$ cat src/rtl/core/grlp_pkg.sv
`timescale 1ns / 1ps

package grlp_pkg;

    localparam int NUMBER_WIDTH_DEF = 32;

    // Characters of the genotype text
    localparam logic [7:0] CH_R    = 8'h72;
    localparam logic [7:0] CH_M    = 8'h4D;
    localparam logic [7:0] CH_X    = 8'h58;
    localparam logic [7:0] CH_Y    = 8'h59;
    localparam logic [7:0] CH_A    = 8'h41;
    localparam logic [7:0] CH_C    = 8'h43;
    localparam logic [7:0] CH_G    = 8'h47;
    localparam logic [7:0] CH_T    = 8'h54;
    localparam logic [7:0] CH_D    = 8'h44;
    localparam logic [7:0] CH_I    = 8'h49;
    localparam logic [7:0] CH_TAB  = 8'h09;
    localparam logic [7:0] CH_LF   = 8'h0A;
    localparam logic [7:0] CH_CR   = 8'h0D;
    localparam logic [7:0] CH_ZERO = 8'h30;
    localparam logic [7:0] CH_NINE = 8'h39;

    // Allele codes
    localparam logic [2:0] AL_NONE = 3'd0;
    localparam logic [2:0] AL_A    = 3'd1;
    localparam logic [2:0] AL_C    = 3'd2;
    localparam logic [2:0] AL_G    = 3'd3;
    localparam logic [2:0] AL_T    = 3'd4;
    localparam logic [2:0] AL_D    = 3'd5;
    localparam logic [2:0] AL_I    = 3'd6;
    localparam logic [2:0] AL_MAX  = AL_I;

    // Chromosome codes
    localparam logic [4:0] CHR_NONE    = 5'd0;
    localparam logic [4:0] CHR_X       = 5'd23;
    localparam logic [4:0] CHR_Y       = 5'd24;
    localparam logic [4:0] CHR_MT      = 5'd25;
    localparam logic [4:0] CHR_MAX     = CHR_MT;
    localparam logic [4:0] CHR_TOO_BIG = 5'd31;

    typedef enum logic [11:0] {
        PH_LINE_START   = 12'b0000_0000_0001,
        PH_SKIP_LINE    = 12'b0000_0000_0010,
        PH_RS_SKIP      = 12'b0000_0000_0100,
        PH_RSID         = 12'b0000_0000_1000,
        PH_WS_CHROM     = 12'b0000_0001_0000,
        PH_M_SKIP       = 12'b0000_0010_0000,
        PH_WS_POS       = 12'b0000_0100_0000,
        PH_POS          = 12'b0000_1000_0000,
        PH_WS_GENO      = 12'b0001_0000_0000,
        PH_ALLELE2      = 12'b0010_0000_0000,
        PH_SKIP_ONE     = 12'b0100_0000_0000,
        PH_CHROM_DIGITS = 12'b1000_0000_0000
    } phase_t;

    // One record; rsid sits in the lowest bits.
    typedef struct packed {
        logic        y_seen;
        logic [31:0] highest_rsid;
        logic [31:0] lowest_rsid;
        logic [2:0]  allele_second;
        logic [2:0]  allele_first;
        logic [31:0] position;
        logic [4:0]  chromosome;
        logic [31:0] rsid;
    } record_t;

    localparam int REC_W     = $bits(record_t);
    localparam int M_TDATA_W = ((REC_W + 7) / 8) * 8;

    function automatic logic is_digit(input logic [7:0] b);
        return (b >= CH_ZERO) && (b <= CH_NINE);
    endfunction

    function automatic logic is_white(input logic [7:0] b);
        return (b == CH_TAB) || (b == CH_CR) || (b == CH_LF);
    endfunction

    function automatic logic [2:0] allele_code(input logic [7:0] b);
        logic [2:0] code;
        case (b)
            CH_A: code = AL_A;
            CH_C: code = AL_C;
            CH_G: code = AL_G;
            CH_T: code = AL_T;
            CH_D: code = AL_D;
            CH_I: code = AL_I;
            default: code = AL_NONE;
        endcase
        return code;
    endfunction

endpackage

$ cat src/rtl/core/grlp_parser.sv
`timescale 1ns / 1ps

module grlp_parser
    import grlp_pkg::*;
#(
    parameter int NUMBER_WIDTH = NUMBER_WIDTH_DEF
) (
    input  logic       aclk,
    input  logic       aresetn,
    input  logic       in_take,
    input  logic [7:0] text_byte,
    input  logic       end_of_text,
    output logic       rec_valid,
    output record_t    rec
);

    localparam int NW = NUMBER_WIDTH;

    phase_t          phase_reg, phase_next;
    logic [NW-1:0]   rsid_reg, rsid_next;
    logic [4:0]      chrom_reg, chrom_next;
    logic [NW-1:0]   pos_reg, pos_next;
    logic [2:0]      a1_reg, a1_next;
    logic [2:0]      a2_reg, a2_next;
    logic [31:0]     min_reg, min_next;
    logic [31:0]     max_reg, max_next;
    logic            y_reg, y_next;

    logic            digit;
    logic            white;
    logic [3:0]      dval;
    logic            fall;
    phase_t          fall_ph;
    logic            emit_line;
    logic            emit_end;
    logic            emit_any;
    logic [31:0]     rsid_low;
    logic [8:0]      chrom_wide;
    logic [NW-1:0]   rsid_step;
    logic [NW-1:0]   pos_step;

    assign digit = is_digit(text_byte);
    assign white = is_white(text_byte);
    assign dval  = text_byte[3:0];

    // acc * 10 + digit, built from two shifts
    assign rsid_step = {rsid_reg[NW-4:0], 3'b000} + {rsid_reg[NW-2:0], 1'b0} + NW'(dval);
    assign pos_step  = {pos_reg[NW-4:0], 3'b000} + {pos_reg[NW-2:0], 1'b0} + NW'(dval);
    assign chrom_wide = {1'b0, chrom_reg, 3'b000} + {3'b000, chrom_reg, 1'b0} + 9'(dval);

    always_comb begin
        phase_next = phase_reg;
        rsid_next  = rsid_reg;
        chrom_next = chrom_reg;
        pos_next   = pos_reg;
        a1_next    = a1_reg;
        a2_next    = a2_reg;
        min_next   = min_reg;
        max_next   = max_reg;
        y_next     = y_reg;
        fall       = 1'b0;
        fall_ph    = PH_WS_CHROM;
        emit_line  = 1'b0;

        case (phase_reg)
            PH_LINE_START: begin
                if (text_byte == CH_R) begin
                    rsid_next  = '0;
                    chrom_next = CHR_NONE;
                    pos_next   = '0;
                    a1_next    = AL_NONE;
                    a2_next    = AL_NONE;
                    phase_next = PH_RS_SKIP;
                end else if (text_byte != CH_LF) begin
                    phase_next = PH_SKIP_LINE;
                end
            end
            PH_SKIP_LINE: begin
                if (text_byte == CH_LF) begin
                    phase_next = PH_LINE_START;
                end
            end
            PH_RS_SKIP: begin
                phase_next = PH_RSID;
            end
            PH_RSID: begin
                if (digit) begin
                    rsid_next = rsid_step;
                end else begin
                    fall    = 1'b1;
                    fall_ph = PH_WS_CHROM;
                end
            end
            PH_WS_CHROM: begin
                fall    = 1'b1;
                fall_ph = PH_WS_CHROM;
            end
            PH_CHROM_DIGITS: begin
                if (digit) begin
                    chrom_next = (chrom_wide > 9'(CHR_MAX)) ? CHR_TOO_BIG : chrom_wide[4:0];
                end else begin
                    fall    = 1'b1;
                    fall_ph = PH_WS_POS;
                end
            end
            PH_M_SKIP: begin
                phase_next = PH_WS_POS;
            end
            PH_WS_POS: begin
                fall    = 1'b1;
                fall_ph = PH_WS_POS;
            end
            PH_POS: begin
                if (digit) begin
                    pos_next = pos_step;
                end else begin
                    fall    = 1'b1;
                    fall_ph = PH_WS_GENO;
                end
            end
            PH_WS_GENO: begin
                fall    = 1'b1;
                fall_ph = PH_WS_GENO;
            end
            PH_ALLELE2: begin
                if (text_byte == CH_LF || text_byte == CH_CR) begin
                    a2_next    = AL_NONE;
                    phase_next = (text_byte == CH_LF) ? PH_LINE_START : PH_SKIP_LINE;
                end else begin
                    a2_next    = allele_code(text_byte);
                    phase_next = PH_SKIP_ONE;
                end
                emit_line = 1'b1;
            end
            PH_SKIP_ONE: begin
                phase_next = PH_LINE_START;
            end
            default: begin
                phase_next = PH_LINE_START;
            end
        endcase

        // A byte that ends one field is handed on to the following field in
        // the same cycle; the handlers run in field order.
        if (fall && fall_ph == PH_WS_CHROM) begin
            phase_next = PH_WS_CHROM;
            if (!white) begin
                if (digit) begin
                    chrom_next = 5'(dval);
                    phase_next = PH_CHROM_DIGITS;
                end else if (text_byte == CH_M) begin
                    chrom_next = CHR_MT;
                    phase_next = PH_M_SKIP;
                end else begin
                    if (text_byte == CH_X) begin
                        chrom_next = CHR_X;
                    end else if (text_byte == CH_Y) begin
                        chrom_next = CHR_Y;
                        y_next     = 1'b1;
                    end else begin
                        chrom_next = CHR_NONE;
                    end
                    phase_next = PH_WS_POS;
                end
            end
        end

        if (fall && fall_ph == PH_WS_POS) begin
            phase_next = PH_WS_POS;
            if (!white) begin
                if (digit) begin
                    pos_next   = NW'(dval);
                    phase_next = PH_POS;
                end else begin
                    fall_ph = PH_WS_GENO;
                end
            end
        end

        if (fall && fall_ph == PH_WS_GENO) begin
            phase_next = PH_WS_GENO;
            if (!white) begin
                a1_next    = allele_code(text_byte);
                phase_next = PH_ALLELE2;
            end
        end

        // The final byte flushes a record that was started but not reported.
        emit_end = end_of_text && !emit_line && (phase_next != PH_LINE_START)
                   && (phase_next != PH_SKIP_LINE) && (phase_next != PH_SKIP_ONE);
        emit_any = emit_line || emit_end;

        rsid_low = 32'(rsid_next);
        if (emit_any) begin
            if (rsid_low < min_reg) begin
                min_next = rsid_low;
            end
            if (rsid_low > max_reg) begin
                max_next = rsid_low;
            end
        end

        rec.rsid          = rsid_low;
        rec.chromosome    = (chrom_next > CHR_MAX) ? CHR_NONE : chrom_next;
        rec.position      = 32'(pos_next);
        rec.allele_first  = a1_next;
        rec.allele_second = a2_next;
        rec.lowest_rsid   = min_next;
        rec.highest_rsid  = max_next;
        rec.y_seen        = y_next;

        if (emit_any || end_of_text) begin
            rsid_next  = '0;
            chrom_next = CHR_NONE;
            pos_next   = '0;
            a1_next    = AL_NONE;
            a2_next    = AL_NONE;
        end
        if (end_of_text) begin
            phase_next = PH_LINE_START;
        end
    end

    assign rec_valid = in_take && emit_any;

    always_ff @(posedge aclk) begin
        if (!aresetn) begin
            phase_reg <= PH_LINE_START;
            rsid_reg  <= '0;
            chrom_reg <= CHR_NONE;
            pos_reg   <= '0;
            a1_reg    <= AL_NONE;
            a2_reg    <= AL_NONE;
            min_reg   <= '1;
            max_reg   <= '0;
            y_reg     <= 1'b0;
        end else if (in_take) begin
            phase_reg <= phase_next;
            rsid_reg  <= rsid_next;
            chrom_reg <= chrom_next;
            pos_reg   <= pos_next;
            a1_reg    <= a1_next;
            a2_reg    <= a2_next;
            min_reg   <= min_next;
            max_reg   <= max_next;
            y_reg     <= y_next;
        end
    end

endmodule

$ cat src/rtl/core/genotype_record_line_parser.sv
`timescale 1ns / 1ps
// A record appears on m_tvalid in the cycle after the transfer of the byte that ends it.
// Throughput: one byte per cycle; the parse state updates in the cycle a byte is taken,
// and a single output register holds the record while the next bytes keep flowing.
// A byte is stalled only while a record waits in the output register and m_tready is low.
// Reset (aresetn low, synchronous) returns the parser to line start, clears the record
// and the Y flag, sets the lowest rsid to all ones and the highest to zero.

module genotype_record_line_parser
    import grlp_pkg::*;
#(
    parameter int NUMBER_WIDTH = NUMBER_WIDTH_DEF
) (
    input  logic                 aclk,
    input  logic                 aresetn,
    input  logic                 s_tvalid,
    output logic                 s_tready,
    input  logic [7:0]           s_tdata,   // text_byte
    input  logic                 s_tlast,   // end_of_text
    output logic                 m_tvalid,
    input  logic                 m_tready,
    // rsid, chromosome, position, allele_first, allele_second, lowest_rsid,
    // highest_rsid, y_seen, then zero fill
    output logic [M_TDATA_W-1:0] m_tdata
);

    logic    take;
    logic    rec_valid;
    record_t rec;
    logic    m_tvalid_reg;
    record_t out_rec_reg;

    assign s_tready = !m_tvalid_reg || m_tready;
    assign take     = s_tvalid && s_tready;

    grlp_parser #(
        .NUMBER_WIDTH(NUMBER_WIDTH)
    ) u_parser (
        .aclk        (aclk),
        .aresetn     (aresetn),
        .in_take     (take),
        .text_byte   (s_tdata),
        .end_of_text (s_tlast),
        .rec_valid   (rec_valid),
        .rec         (rec)
    );

    always_ff @(posedge aclk) begin
        if (!aresetn) begin
            m_tvalid_reg <= 1'b0;
        end else if (take && rec_valid) begin
            m_tvalid_reg <= 1'b1;
        end else if (m_tready) begin
            m_tvalid_reg <= 1'b0;
        end
    end

    always_ff @(posedge aclk) begin
        if (take && rec_valid) begin
            out_rec_reg <= rec;
        end
    end

    assign m_tvalid = m_tvalid_reg;
    assign m_tdata  = M_TDATA_W'(out_rec_reg);

    // The tracked range always covers the record that is shown.
    assert property (@(posedge aclk) disable iff (!aresetn)
        m_tvalid_reg |-> (out_rec_reg.lowest_rsid <= out_rec_reg.rsid)
                         && (out_rec_reg.rsid <= out_rec_reg.highest_rsid))
        else $error("reported rsid outside tracked range");

    assert property (@(posedge aclk) disable iff (!aresetn)
        m_tvalid_reg |-> (out_rec_reg.chromosome <= CHR_MAX)
                         && (out_rec_reg.allele_first <= AL_MAX)
                         && (out_rec_reg.allele_second <= AL_MAX))
        else $error("record code out of range");

    assert property (@(posedge aclk) disable iff (!aresetn)
        (m_tvalid_reg && !m_tready) |=> $stable(out_rec_reg))
        else $error("held record changed under back-pressure");

    assert property (@(posedge aclk) disable iff (!aresetn)
        (m_tvalid_reg && m_tvalid && $past(m_tvalid_reg && out_rec_reg.y_seen))
            |-> out_rec_reg.y_seen)
        else $error("Y flag cleared between records");

endmodule
$ cat config.mk
export PLATFORM = sky130hd
export DESIGN_NAME = genotype_record_line_parser
export DESIGN_NICKNAME = d
export VERILOG_FILES = /design/src/rtl/core/grlp_pkg.sv /design/src/rtl/core/grlp_parser.sv /design/src/rtl/core/genotype_record_line_parser.sv
export SDC_FILE = /design/constraint.sdc
export NUM_CORES = 1
export LEC_CHECK = 0
export ABC_AREA = 0
export BUFFER_PORTS_ARGS = -buffer_cell sky130_fd_sc_hd__buf_2
export CAP_MARGIN = 20
export CORE_MARGIN = 2
export CORE_UTILIZATION = 30
export CTS_CLUSTER_SIZE = 12
export DETAILED_ROUTE_END_ITERATION = 7
export GPL_ROUTABILITY_DRIVEN = 0
export GPL_TIMING_DRIVEN = 0
export HOLD_SLACK_MARGIN = 0.05
export MAX_ROUTING_LAYER = met4
export PLACE_DENSITY = 0.48
export SLEW_MARGIN = 20
export SYNTH_ARGS = -nofsm -noshare
export SYNTH_HDL_FRONTEND = slang
export SYNTH_HIERARCHICAL = 1
export SYNTH_SLANG_ARGS = --single-unit
$ cat constraint.sdc
create_clock -name aclk -period 8.15 [get_ports aclk]
set_input_delay 1.2225 -clock aclk [delete_from_list [all_inputs] [get_ports aclk]]
set_output_delay 1.2225 -clock aclk [all_outputs]
set_load 0.01 [all_outputs]
# After elaboration in Yosys (flattened, before gate mapping)
# Cells that the tools add are included.
# totals
ff_bits	293
input_bits	13
output_inout_bits	146
wordCells	153
# classes
addsub	6
order_cmp	6
n_eq_ne	31
muxes	69
n_reduce_logical	23
# op_table
op	n
$mux W32	13
$mux W12	14
$pmux W32 S2	2
$eq A8 B7 Y1 const B	10
$pmux W12 S6	1
$add A32 B32 Y32	2
$add A32 B4 Y32	2
$mux W5	10
$pmux W12 S4	1
$gt A32 B32 Y1	1
$lt A32 B32 Y1	1
$eq A12 B5 Y1 const B	2
$eq A12 B7 Y1 const B	2
$eq A12 B9 Y1 const B	2
$eq A8 B4 Y1 const B	3
$mux W3	8
$pmux W3 S6	1
$mux W7	2
$eq A12 B1 Y1 const B	1
$eq A12 B10 Y1 const B	1
$eq A12 B12 Y1 const B	1
$eq A12 B2 Y1 const B	1
$eq A12 B3 Y1 const B	1
$eq A12 B4 Y1 const B	1
other kinds (26)	52

# Logic depth before layout (Yosys ltp)
# logic_depth
depth_word	18
depth_mapped	26
depth_no_buf	23

# Cells and area by module
# The synthesis kept the hierarchy.
# by_module_without_submodules
module	instances	cells_each	area_each_um2
grlp_parser	1	1719	13261.5
genotype_record_line_parser	1	151	4309.1

# Least setup slack after synthesis
# OpenSTA, ideal clock, no wires.
# synth_path
kind	input -> register
startpoint	input s_tdata[3]
endpoint	register out_rec_reg, in the netlist m_tdata[131] (data pin)
setup_time_ns	0.260
t_arrival_ns	6.528
required_ns	7.890
path_slack_ns	1.362
stages	23
path_buffers	2
cell_sequence	clkbuf_1 > inv_1 > fa_1 > inv_1 > fa_1 > a211oi_1 > o21ai_0 > o211ai_1 > a21boi_0 > o211ai_1 > a21boi_0 > or4_1 > nand4_1 > nand2_1 > ha_1 > nand4_1 > nor2_1 > nand2_1 > nor4_1 > a211oi_1 > a211oi_1 > clkbuf_1 > mux2_2
# synth_rtl
element	line	rtl
from (decl)	genotype_record_line_parser.sv:18	input logic [7:0] s_tdata,
to (signal assigned)	genotype_record_line_parser.sv:60	out_rec_reg <= rec;
to (decl)	genotype_record_line_parser.sv:31	record_t out_rec_reg;

==> results_dict.tcl <==
set metrics [dict create \
    cts_inserted_buffers 37 \
    crit_slowest_cell "fa_1" \
    powerDensity_mw_per_mm2 168 \
    use_met1 0.245 \
    p_sw_frac 0.244 \
    grt-ovfl-total 0 \
    cp_top_family "compound AO/OA/AOI/OAI gates" \
    clk-insertion-delay-late_ns 0.57 \
    drt-total-wl_um 56300 \
    synth_edf_count 140 \
    root_buffer "clkbuf_16" \
    cts_hold_buffers 0 \
    dpl.hpwl_um 43100 \
    grt_antenna_before_repair 1 \
    start_kind "primary input" \
    cp.depth 23 \
    grt_pass1_wl_um 85400 \
    ys_seq_area_frac 0.414 \
    arrival_ns 7.77 \
    clkPwrFrac 0.485 \
    fin_crit_ns 7.43 \
    drc 0 \
    combPwrFrac 0.065 \
    grtUsageTotal 0.189 \
    hold_viol 0 \
    ff2ff_path_depth 22 \
    crit_chain "buf_2 > inv_1 > fa_1 > inv_1 > ha_1 > a211oi_1 > o21ai_0 > o211a_1 > o2111a_1 > or2_2 > xor2_1 > a22oi_1 > inv_1 > ha_1 > a2111oi_0 > o21ai_0 > a31oi_1 > o211ai_1 > a211o_1 > nor2_2 > buf_1 > nor2_1 > a31oi_1" \
    async_reset_ff_frac 0 \
    final_common_cell "ha_1" \
    synth-seq-cells 293 \
    reg2reg_slack_ns 1.36 \
    drive_gt1_frac 0.144 \
    firstDrtPassIters 5 \
    maxSlewViolCount 0 \
    finalNonFillerCells 2868 \
    share_seq_of_total_power 0.451 \
    grt_pass1_vias 14600 \
    synth_cell_type_count 80 \
    slew_headroom 0.273 \
    multi_input_area_mm2 0.00952 \
    ant_nets 0 \
    crit_type "in -> reg" \
    grt_max_degree 30 \
    drv_cap 0 \
    fin_crit_sh 0.912 \
    area_delta_synth_final_pct 17.9 \
    grt-busiest-layer "met2" \
    n_fill_cell 5955 \
    rows 88 \
    die_width_um 246 \
    critPathMaxStageDelay_ns 0.58 \
    seq_area_mm2 0.00727 \
    syn_area_mm2 0.0176 \
    hp-class "reg -> reg" \
    worst_setup_path_end_kind "register" \
    path_common_cell "inv_1" \
    hold_slack_ns 0.456 \
    grtUsageMet2 0.304 \
    drt_iter0_drc 1039 \
    utilization 0.358 \
    critPathMaxFanout 12 \
    tritoncts "built" \
    avgViaCountPerCell 5.23 \
    tightest_slew_ns 1.09 \
    synth_cells 1870 \
    p_total_uw 3470 \
    status "completed" \
    syn_area_per_cell_um2 9.40 \
    placedCellCount 2797 \
    critical_path.endpoint "m_tdata[103]$_DFFE_PP_" \
    crit_buf_inv 5 \
    required_ns 8.49 \
    cts_sinks 293 \
    grt.met3_usage 0.0266 \
    largest_reg_flops 140 \
    port_buffers 154 \
    timing.rr.start "u_parser/rsid_reg[0]$_SDFFE_PN0P_" \
    coreArea_mm2 0.0578 \
    intPower_uw 2620 \
    rsz0062_at_grt "no" \
    ys.warnings.count 6 \
    final_nets 2280 \
    r2r-end "m_tdata[103]$_DFFE_PP_" \
    worstSetupStartpoint "s_tdata[3]" \
    setup-violations-final 0 \
    htree_levels 2 \
    final_cell_mix "ha_1, nor2_1, buf_2" \
    fin_skew_ns 0.0164 \
    clkTransAtPathRegs_ns 0.06 \
    clk_path_buf_depth 3 \
    p_switching_uw 849 \
    wl_per_cell_um 19.6 \
    max-vdd-ir-drop_mv 0.101 \
    clock.fmax_ghz 0.135 \
    start_util 0.304 \
    io_pins 159 \
    vias 15000 \
    synth_flop_cell "dfxtp_1" \
    dieHeight_um 246 \
    die-area_mm2 0.0605 \
    p_leak_uw 0.00936 \
]
## cell type report
cell class                      count  share of cell area
Buffer                             91              0.0217
Multi-Input combinational cell   1382               0.460
Sequential cell                   293               0.351
Antenna cell                        1            0.000121
Tap cell                          765              0.0462
Clock buffer                       48              0.0482
Inverter                          106              0.0192
Clock inverter                     20              0.0112
Timing Repair Buffer              162              0.0431
## worst min-delay path by stage
stage | start | to | slack [ns] | cells after the start
final | u_parser/pos_reg[31]$_SDFFE_PN0P_ | u_parser/pos_reg[31]$_SDFFE_PN0P_ | 0.46 | 2
after global placement | u_parser/a1_reg[2]$_SDFFE_PN0P_ | u_parser/a1_reg[2]$_SDFFE_PN0P_ | 0.44 | 2
after CTS | u_parser/pos_reg[31]$_SDFFE_PN0P_ | u_parser/pos_reg[31]$_SDFFE_PN0P_ | 0.46 | 2
after floorplan | u_parser/a1_reg[0]$_SDFFE_PN0P_ | u_parser/a1_reg[0]$_SDFFE_PN0P_ | 0.42 | 2
after detailed placement | u_parser/a1_reg[2]$_SDFFE_PN0P_ | u_parser/a1_reg[2]$_SDFFE_PN0P_ | 0.45 | 2
after global routing | u_parser/pos_reg[31]$_SDFFE_PN0P_ | u_parser/pos_reg[31]$_SDFFE_PN0P_ | 0.47 | 2
## cell usage after synthesis, drive strengths merged (37+ instances only)
| master | number | area share |
|---|---|---|
| a21o | 46 | 0.020 |
| a22oi | 46 | 0.020 |
| inv | 106 | 0.023 |
| edfxtp | 140 | 0.24 |
| nor2 | 185 | 0.041 |
| nand3 | 42 | 0.012 |
| clkbuf | 55 | 0.012 |
| dfxtp | 153 | 0.17 |
| o21ai | 136 | 0.039 |
| buf | 37 | 0.014 |
| nand2 | 164 | 0.035 |
| a21oi | 125 | 0.036 |
| ha | 188 | 0.13 |
## cells by family after synthesis
group,Yosys count,share of synthesized area
flops,293,0.414
compound gates,556,0.207
fa+ha+maj,194,0.141
other cells,1,0.000213
mux,22,0.0132
xor+xnor,52,0.0259
buf+inv,198,0.0480
simple gates,554,0.151
## power groups by stage
stage                     sequential, uW  clock (uW)  combinational [uW]
after floorplan                     1600           0                 132
after detailed placement            1600           0                 220
final                               1570        1680                 224
after CTS                           1560        1730                 222
after global placement              1600           0                 216
after global routing                1570        1790                 243
## stage by stage
stage	TNS, ns	area, um^2	setup WS, ns
2_1_floorplan	0	17600	1.36
3_3_place_gp	-43.39	19300	-0.674
3_5_place_dp	-53.05	19400	-0.763
4_1_cts	0	20700	0.0501
5_1_grt	0	20700	0.295
6_report	0	20700	0.720
## repair_timing
action	in CTS	in global routing
setup buffers	0	2
setup endpoints to repair	21	128
pin swaps	0	1
gates resized for setup	3	21
## layer usage
layer | vias to the layer above | wire length, um
met3 | 79 | 2490
li1 | 7309 | -
met1 | 7283 | 25900
met5 | - | 0
met4 | 0 | 1460
met2 | 332 | 26500
## worst register-to-register path, cell delays in order, from the launching register on
cell and delay (ns):
dfxtp_1 0.48, inv_1 0.11, fa_1 0.51, inv_1 0.06, ha_1 0.29, a211oi_1 0.21
o21ai_0 0.21, o211a_1 0.32, o2111a_1 0.32, or2_2 0.35, xor2_1 0.16, a22oi_1 0.44
inv_1 0.32, ha_1 0.29, a2111oi_0 0.33, o21ai_0 0.15, a31oi_1 0.22, o211ai_1 0.18
a211o_1 0.28, nor2_2 0.44, buf_1 0.51, nor2_1 0.09, a31oi_1 0.29
No activity file was read; power rests on OpenSTA's default activity.
